--- config.mk ---
export PLATFORM = sky130hd
export DESIGN_NAME = iprl_front
export DESIGN_NICKNAME = d
export VERILOG_FILES = /design/src/assert_macros.svh /design/src/iprl_pkg.sv /design/src/iprl_front.sv
export SDC_FILE = /design/constraint.sdc
export NUM_CORES = 1
export LEC_CHECK = 0
export ABC_AREA = 1
export CAP_MARGIN = 10
export CORE_MARGIN = 2
export CORE_UTILIZATION = 55
export CTS_CLUSTER_SIZE = 20
export DETAILED_ROUTE_END_ITERATION = 10
export DONT_BUFFER_PORTS = 1
export PLACE_DENSITY_LB_ADDON = 0.2
export RECOVER_POWER = 50
export SYNTH_ARGS = -nofsm -noshare
export SYNTH_HDL_FRONTEND = slang
export SYNTH_SLANG_ARGS = --single-unit
--- constraint.sdc ---
create_clock -name clk -period 9.9 [get_ports clk]
set_input_delay 1.98 -clock clk [delete_from_list [all_inputs] [get_ports clk]]
set_output_delay 1.98 -clock clk [all_outputs]
set_load 0.02 [all_outputs]
--- src/assert_macros.svh ---
// Assertion macros for the RTL.
// No dependencies.
`ifndef ASSERT_MACROS_SVH
`define ASSERT_MACROS_SVH
// Implication checked every clock, off during reset.
`define ASSERT_IMPL(label, clk, rst, ante, cons, msg) \
  label: assert property (@(posedge clk) disable iff (rst) (ante) |-> (cons)) \
    else $error(msg);
// Next-cycle implication.
`define ASSERT_NEXT(label, clk, rst, ante, cons, msg) \
  label: assert property (@(posedge clk) disable iff (rst) (ante) |=> (cons)) \
    else $error(msg);
`endif

--- src/iprl_pkg.sv ---
// Package for the IP range region lookup: types, codes, constants.
// No dependencies.
`timescale 1ns / 1ps
package iprl_pkg;
  localparam int TableDepthDefault = 64;
  localparam logic [31:0] ScanWindowReset = 32'h0100_0000;

  typedef enum logic [1:0] {
    MODE_CLEAR  = 2'd0,
    MODE_INSERT = 2'd1,
    MODE_QUERY  = 2'd2,
    MODE_NONE   = 2'd3
  } mode_t;

  localparam logic [2:0] ST_CLEARED = 3'd0;
  localparam logic [2:0] ST_INSERTED = 3'd1;
  localparam logic [2:0] ST_FULL = 3'd2;
  localparam logic [2:0] ST_MATCH = 3'd3;
  localparam logic [2:0] ST_NOMATCH = 3'd4;

  typedef struct packed {
    logic [1:0]  mode;
    logic [31:0] range_start;
    logic [31:0] range_end;
    logic [15:0] region_id;
    logic [31:0] query_addr;
  } cmd_t;
endpackage

--- src/iprl_front.sv ---
// Front end: input skid queue of two words between the port and the engine.
// Depends on iprl_pkg.
`timescale 1ns / 1ps
module iprl_front import iprl_pkg::*; (
  input  logic clk,
  input  logic rst,
  input  logic in_valid,
  output logic in_stall,
  input  cmd_t in_cmd,
  output logic q_valid,
  input  logic q_take,
  output cmd_t q_cmd
);
  cmd_t slot [2];
  logic rd_ptr;
  logic wr_ptr;
  logic [1:0] fill;
  logic push;
  logic pop;

  assign in_stall = (fill == 2'd2);
  assign push = in_valid && !in_stall;
  assign q_valid = (fill != 2'd0);
  assign pop = q_valid && q_take;
  assign q_cmd = slot[rd_ptr];

  always_ff @(posedge clk) begin
    if (push) begin
      slot[wr_ptr] <= in_cmd;
    end
    if (rst) begin
      rd_ptr <= 1'b0;
      wr_ptr <= 1'b0;
      fill <= 2'd0;
    end else begin
      if (push) wr_ptr <= ~wr_ptr;
      if (pop) rd_ptr <= ~rd_ptr;
      fill <= fill + {1'b0, push} - {1'b0, pop};
    end
  end
endmodule

After elaboration in Yosys (flattened, before gate mapping)
Memory sizes are Yosys's and may differ from the RTL's. A register that Yosys moved wholly into a read port is not among the register bits.
Index checks and enable logic that the tools add are counted.
{ "totals": {"ff_bits": 4, "latch_bits": 0, "ramBits": 228, "rom_bits": 0, "inputBits": 118, "out_inout_bits": 116, "wordCells": 17, "mem_count": 1} }
{ "classes": {"add_sub_neg": 2, "n_mul": 0, "div": 0, "order_cmp": 0, "eq_ne": 1, "n_shift": 0, "muxes": 4, "bitwise_logic": 2, "reduce_logical": 4} }
{ "memory_table": {"columns": ["name", "words", "width", "read_ports", "rd_ports_with_merged_regs", "write_ports", "line_no", "rtl"], "rows": [
  ["slot", 2, 114, 1, 1, 1, "iprl_front.sv:14", "cmd_t slot [2];"]
]} }
{ "op_table": {"columns": ["op", "n"], "rows": [
  ["two-way mux 1 bit", 4],
  ["adder 2 x 1 -> 2 bit", 1],
  ["equality test 2 bit (second input constant)", 1],
  ["logical AND 1 bit", 2],
  ["NOT 1 bit", 2],
  ["nonzero test 2 bit", 1],
  ["subtractor 2 x 1 -> 2 bit", 1],
  ["logical NOT 1 bit", 1]
]} }

Longest topological paths before layout
{ "depth": {"depth_word": 5, "ltp_mapped": 11, "mapped_depth_nobuf": 11} }

Worst setup path after synthesis
OpenSTA, ideal clock, no wires.
{ "synth_path": {"path_type": "input-to-reg", "startpoint": "in in_valid", "endpoint": "mem slot[0][0] (netlist name) (enable)", "setup_time_ns": 0.588, "arrival_time_ns": 6.788, "required_ns": 9.312, "path_slack_ns": 2.524, "path_stages": 2, "cell_sequence": "nand2_1 nor2_1"} }
{ "synth_via": {"elab_chain_len": 3} }
{ "synth_lines": {"columns": ["item", "line_no", "rtl"], "rows": [
  ["start: declaration", "iprl_front.sv:7", "input logic in_valid,"],
  ["logical AND 1 bit", "iprl_front.sv:22", "assign push = in_valid && !in_stall;"],
  ["two-way mux 1 bit", "iprl_front.sv:28", "if (push) begin"],
  ["two-way mux 1 bit (implied by the code)", "iprl_front.sv:29", "slot[wr_ptr] <= in_cmd;"],
  ["end: declaration", "iprl_front.sv:14", null]
]} }
No other way between the ends.

==> PnR_summary.wiki <==
{| class="wikitable"
! Metric !! Value
|-
| Critical path required time || 7.92 ns
|-
| Areal power density over the cells || between 200 and 300 nW/µm²
|-
| Achievable Freq || between 0.2 and 0.25 GHz
|-
| Total number of yosys warnings || 0
|-
| Period utilisation layout || 0.5026
|-
| Portion of total power attributed to combinational logic || 0.222
|-
| RSZ-0062 raised after global routing || false
|-
| Area of the core || 15710 µm²
|-
| Residual overflow from global routing || 0
|-
| Fraction of final layout cells sized beyond drive strength 1 || 0.3482
|-
| Final slew viol count || 31
|-
| Number of distinct library cell variants in the gate-level netlist after synthesis || 13
|-
| Seq. cell area || 6950 µm²
|-
| DRC errors left || 0
|-
| Arrival time reported for the critical path endpoint || 3.00 ns
|-
| Cell area after synthesis || 8722 µm²
|-
| Switching Share || 0.2847
|-
| Layout fillers || 1082
|-
| Worst slack on hold paths || 0.5107 ns
|-
| Classification of the worst setup path || flop to primary output
|-
| Number of global-route vias before repair || approximately 3600
|-
| Area share of the leading cell type in the synthesized netlist || 0.7850
|-
| Die Wd || 129.9 µm
|-
| Pin count of the biggest net entering global routing || 86
|-
| Min Clock Period, post-route || about 5 ns
|-
| Outcome || finished, violations left
|-
| Die area || 16880 µm²
|-
| Post-synthesis cell type with the largest combined area || edfxtp_1
|-
| Syn Inst Count || 393
|-
| Number of buffers created by CTS || 23
|-
| Detailed placer's ending HPWL || 9.444 mm
|-
| Power share of the sequential group || 0.485
|-
| Number of instances in the placed design || 600
|-
| # resized after CTS || 0
|-
| Internal Pwr Total || 0.001927 W
|-
| Worst Max-Slew Pin Slew || 2.407 ns
|-
| Synth Net Count || 513
|-
| Clock slew at the register clock pins of the worst setup and hold paths || 0.06 ns
|-
| Final Cell Area || 9595 µm²
|-
| Worst Reg2Reg Path Length in Cells || 5
|-
| Ports placed on the boundary || 234
|-
| Setup slack of the most critical reg-to-reg path || 5.90 ns
|-
| Nets || 529
|-
| Worst path slowest cell || dfxtp_4
|-
| Count of state elements after synthesis || 233
|-
| Synthesized area per cell || 22.19 µm²
|-
| Initial core utilization || 0.5551
|-
| Maximum clock skew at final layout || 0.007422 ns
|-
| Largest buffer count on any clock path || 3
|-
| Number of antenna diodes || 0
|-
| Max-cap violations || 2
|-
| Worst setup SP type || flop
|-
| Share of flip-flops with an asynchronous set or reset after synthesis || 0
|-
| Net switching power || 0.0007670 W
|-
| Number of synthesized flops with an enable pin || 228
|-
| Critical Path, Cell by Cell || buf_4, buf_4, mux2_2
|-
| Clock tree from TritonCTS || yes
|-
| Final Instance Count excl. Fillers || 641
|-
| Gr usage total || 0.1605
|-
| Tightest slew margin relative to the limit || -0.6104
|-
| Worst-path fanout max || 49
|-
| End-of-flow core utilization || 0.6107
|-
| Number of buffers added on ports || 0
|-
| Antenna violations before repair || 0
|-
| Worst min path class || flop to flop
|-
| CTS Root Cell || clkbuf_16
|-
| Vias || approximately 3500
|-
| Die H || 129.9 µm
|-
| Largest incremental delay on the critical path || just under 0.7 ns
|-
| Number of failing hold endpoints at the final stage || 0
|-
| Most frequent cell after synthesis || edfxtp_1
|-
| Synth Flop Type || edfxtp_1
|-
| Total wire length || 14.39 mm
|-
| Leakage dissipation || 3.256 nW
|-
| Cells on Worst Hold Path || 2
|-
| # Post-CTS Setup Buffers || 0
|-
| Average wire per cell in the routed design || ~22 µm
|-
| Multi-input logic area || 1623 µm²
|-
| Failing checks || max-capacitance violations, max-slew violations
|-
| Post-CTS Hold Fix Bufs || 0
|-
| Number of search-and-repair iterations in the first detailed-routing pass || 4
|-
| Clock insertion delay at the later pin of the skew report || about 0.49 ns
|-
| Instance area after placement || a little under 9000 µm²
|-
| Setup Total Neg Slack || 0 ns
|-
| CP endpoint kind || primary output
|-
| Top cell by count, worst path || buf_4
|-
| Peak supply drop || 185.7 µV
|-
| # setup viols final || 0
|-
| Number of DRC markers after the initial detailed-route iteration || 219
|-
| Number of nets with antenna violations after detailed routing || 0
|-
| Number of clock sinks || 233
|-
| Layout overhead on the synthesized area || 10.01%
|-
| Clock H-tree levels || 1
|-
| Wire length of the first global-routing pass || 20.44 mm
|-
| Clock network fraction of design power || 0.293
|-
| Row Count || 46
|-
| Sequential cell area fraction in the yosys report || 0.7964
|-
| Commonest cells in the synthesized netlist || edfxtp_1, mux2_4, mux2_2
|-
| Per-cell via count in the routed design || 5.446
|-
| Routability congestion estimate from global placement || 0.7275
|-
| Most area-consuming cells after synthesis || edfxtp_1, mux2_4, mux2_2
|}
==> cell usage in the layout (no fill, tap or decap) <==
cell / count
a21oi_1: 2
buf_4: 4
bufinv_16: 1
clkbuf_1: 9
clkbuf_16: 23
clkbuf_8: 1
clkinv_1: 4
clkinv_2: 2
clkinvlp_2: 1
dfxtp_1: 4
dfxtp_4: 1
edfxtp_1: 228
ha_1: 2
inv_1: 8
inv_6: 1
mux2_2: 54
mux2_4: 60
nand2_1: 8
nand3_1: 3
nor2_1: 9
==> power by group through the flow <==
stage               Combinational (W)  Clock [W]  Sequential (W)
floorplan                    0.000558          0         0.00131
global placement             0.000600          0         0.00132
detailed placement           0.000610          0         0.00133
CTS                          0.000611   0.000809         0.00131
global route                 0.000634   0.000848         0.00132
finish                       0.000599   0.000788         0.00131
==> final timing paths <==
check	startpoint	end
setup / recovery	flop	q_cmd[113]
hold / removal	wr_ptr$_SDFFE_PP0N_	wr_ptr$_SDFFE_PP0N_
setup reg to reg	fill[0]$_SDFF_PP0_	slot[0][65]$_DFFE_PP_
hold reg to reg	wr_ptr$_SDFFE_PP0N_	wr_ptr$_SDFFE_PP0N_
==> registers in the layout (all words and copies together), names as in the netlist, named ones only <==
| name | count |
|---|---|
| rd_ptr | 1 |
| wr_ptr | 1 |
| fill | 2 |
| slot | 228 |
==> cell type report <==
cell class | instances | area share
multi-input cells | 138 | 0.1691
repair buffers | 4 | 0.003129
flip-flops and latches | 233 | 0.7243
inverters | 9 | 0.003651
clock inverters | 8 | 0.006650
well taps | 216 | 0.02817
clock buffers | 33 | 0.06494
==> cell families after synthesis <==
| logic type | synth area share |
|---|---|
| AND/OR/NAND/NOR | 0.009037 |
| buffers and inverters | 0.01750 |
| flip-flops | 0.7964 |
| adder cells (fa/ha/maj) | 0.002869 |
| AO/OA/AOI/OAI | 0.001148 |
| multiplexers | 0.1730 |
==> routing by layer <==
layer / wire length (µm) / track usage / vias to the layer above / share of wire
met4: 200 / 0.04491 / 0 / 0.014
met1: 5122 / 0.1811 / 1730 / 0.36
met2: 7077 / 0.2630 / 185 / 0.49
met3: 1988 / 0.09184 / 15 / 0.14
li1: - / - / 1561 / -
met5: 0 / 0 / - / 0
==> critical path: cells and delay by family, from the launching register on <==
kind | cells | cell delay [ns]
buffers and inverters | 2 | 1.28
flip-flops | 1 | 0.69
multiplexers | 1 | 0.47
==> through the flow <==
step | setup slack [ns] | total power, W
after floorplan | 2.524 | 0.001871
after global placement | 5.418 | 0.001921
after detailed placement | 5.356 | 0.001937
after CTS | 4.815 | 0.002728
after global routing | 4.684 | 0.002803
final | 4.925 | 0.002694
No activity file was read; power rests on OpenSTA's default activity.
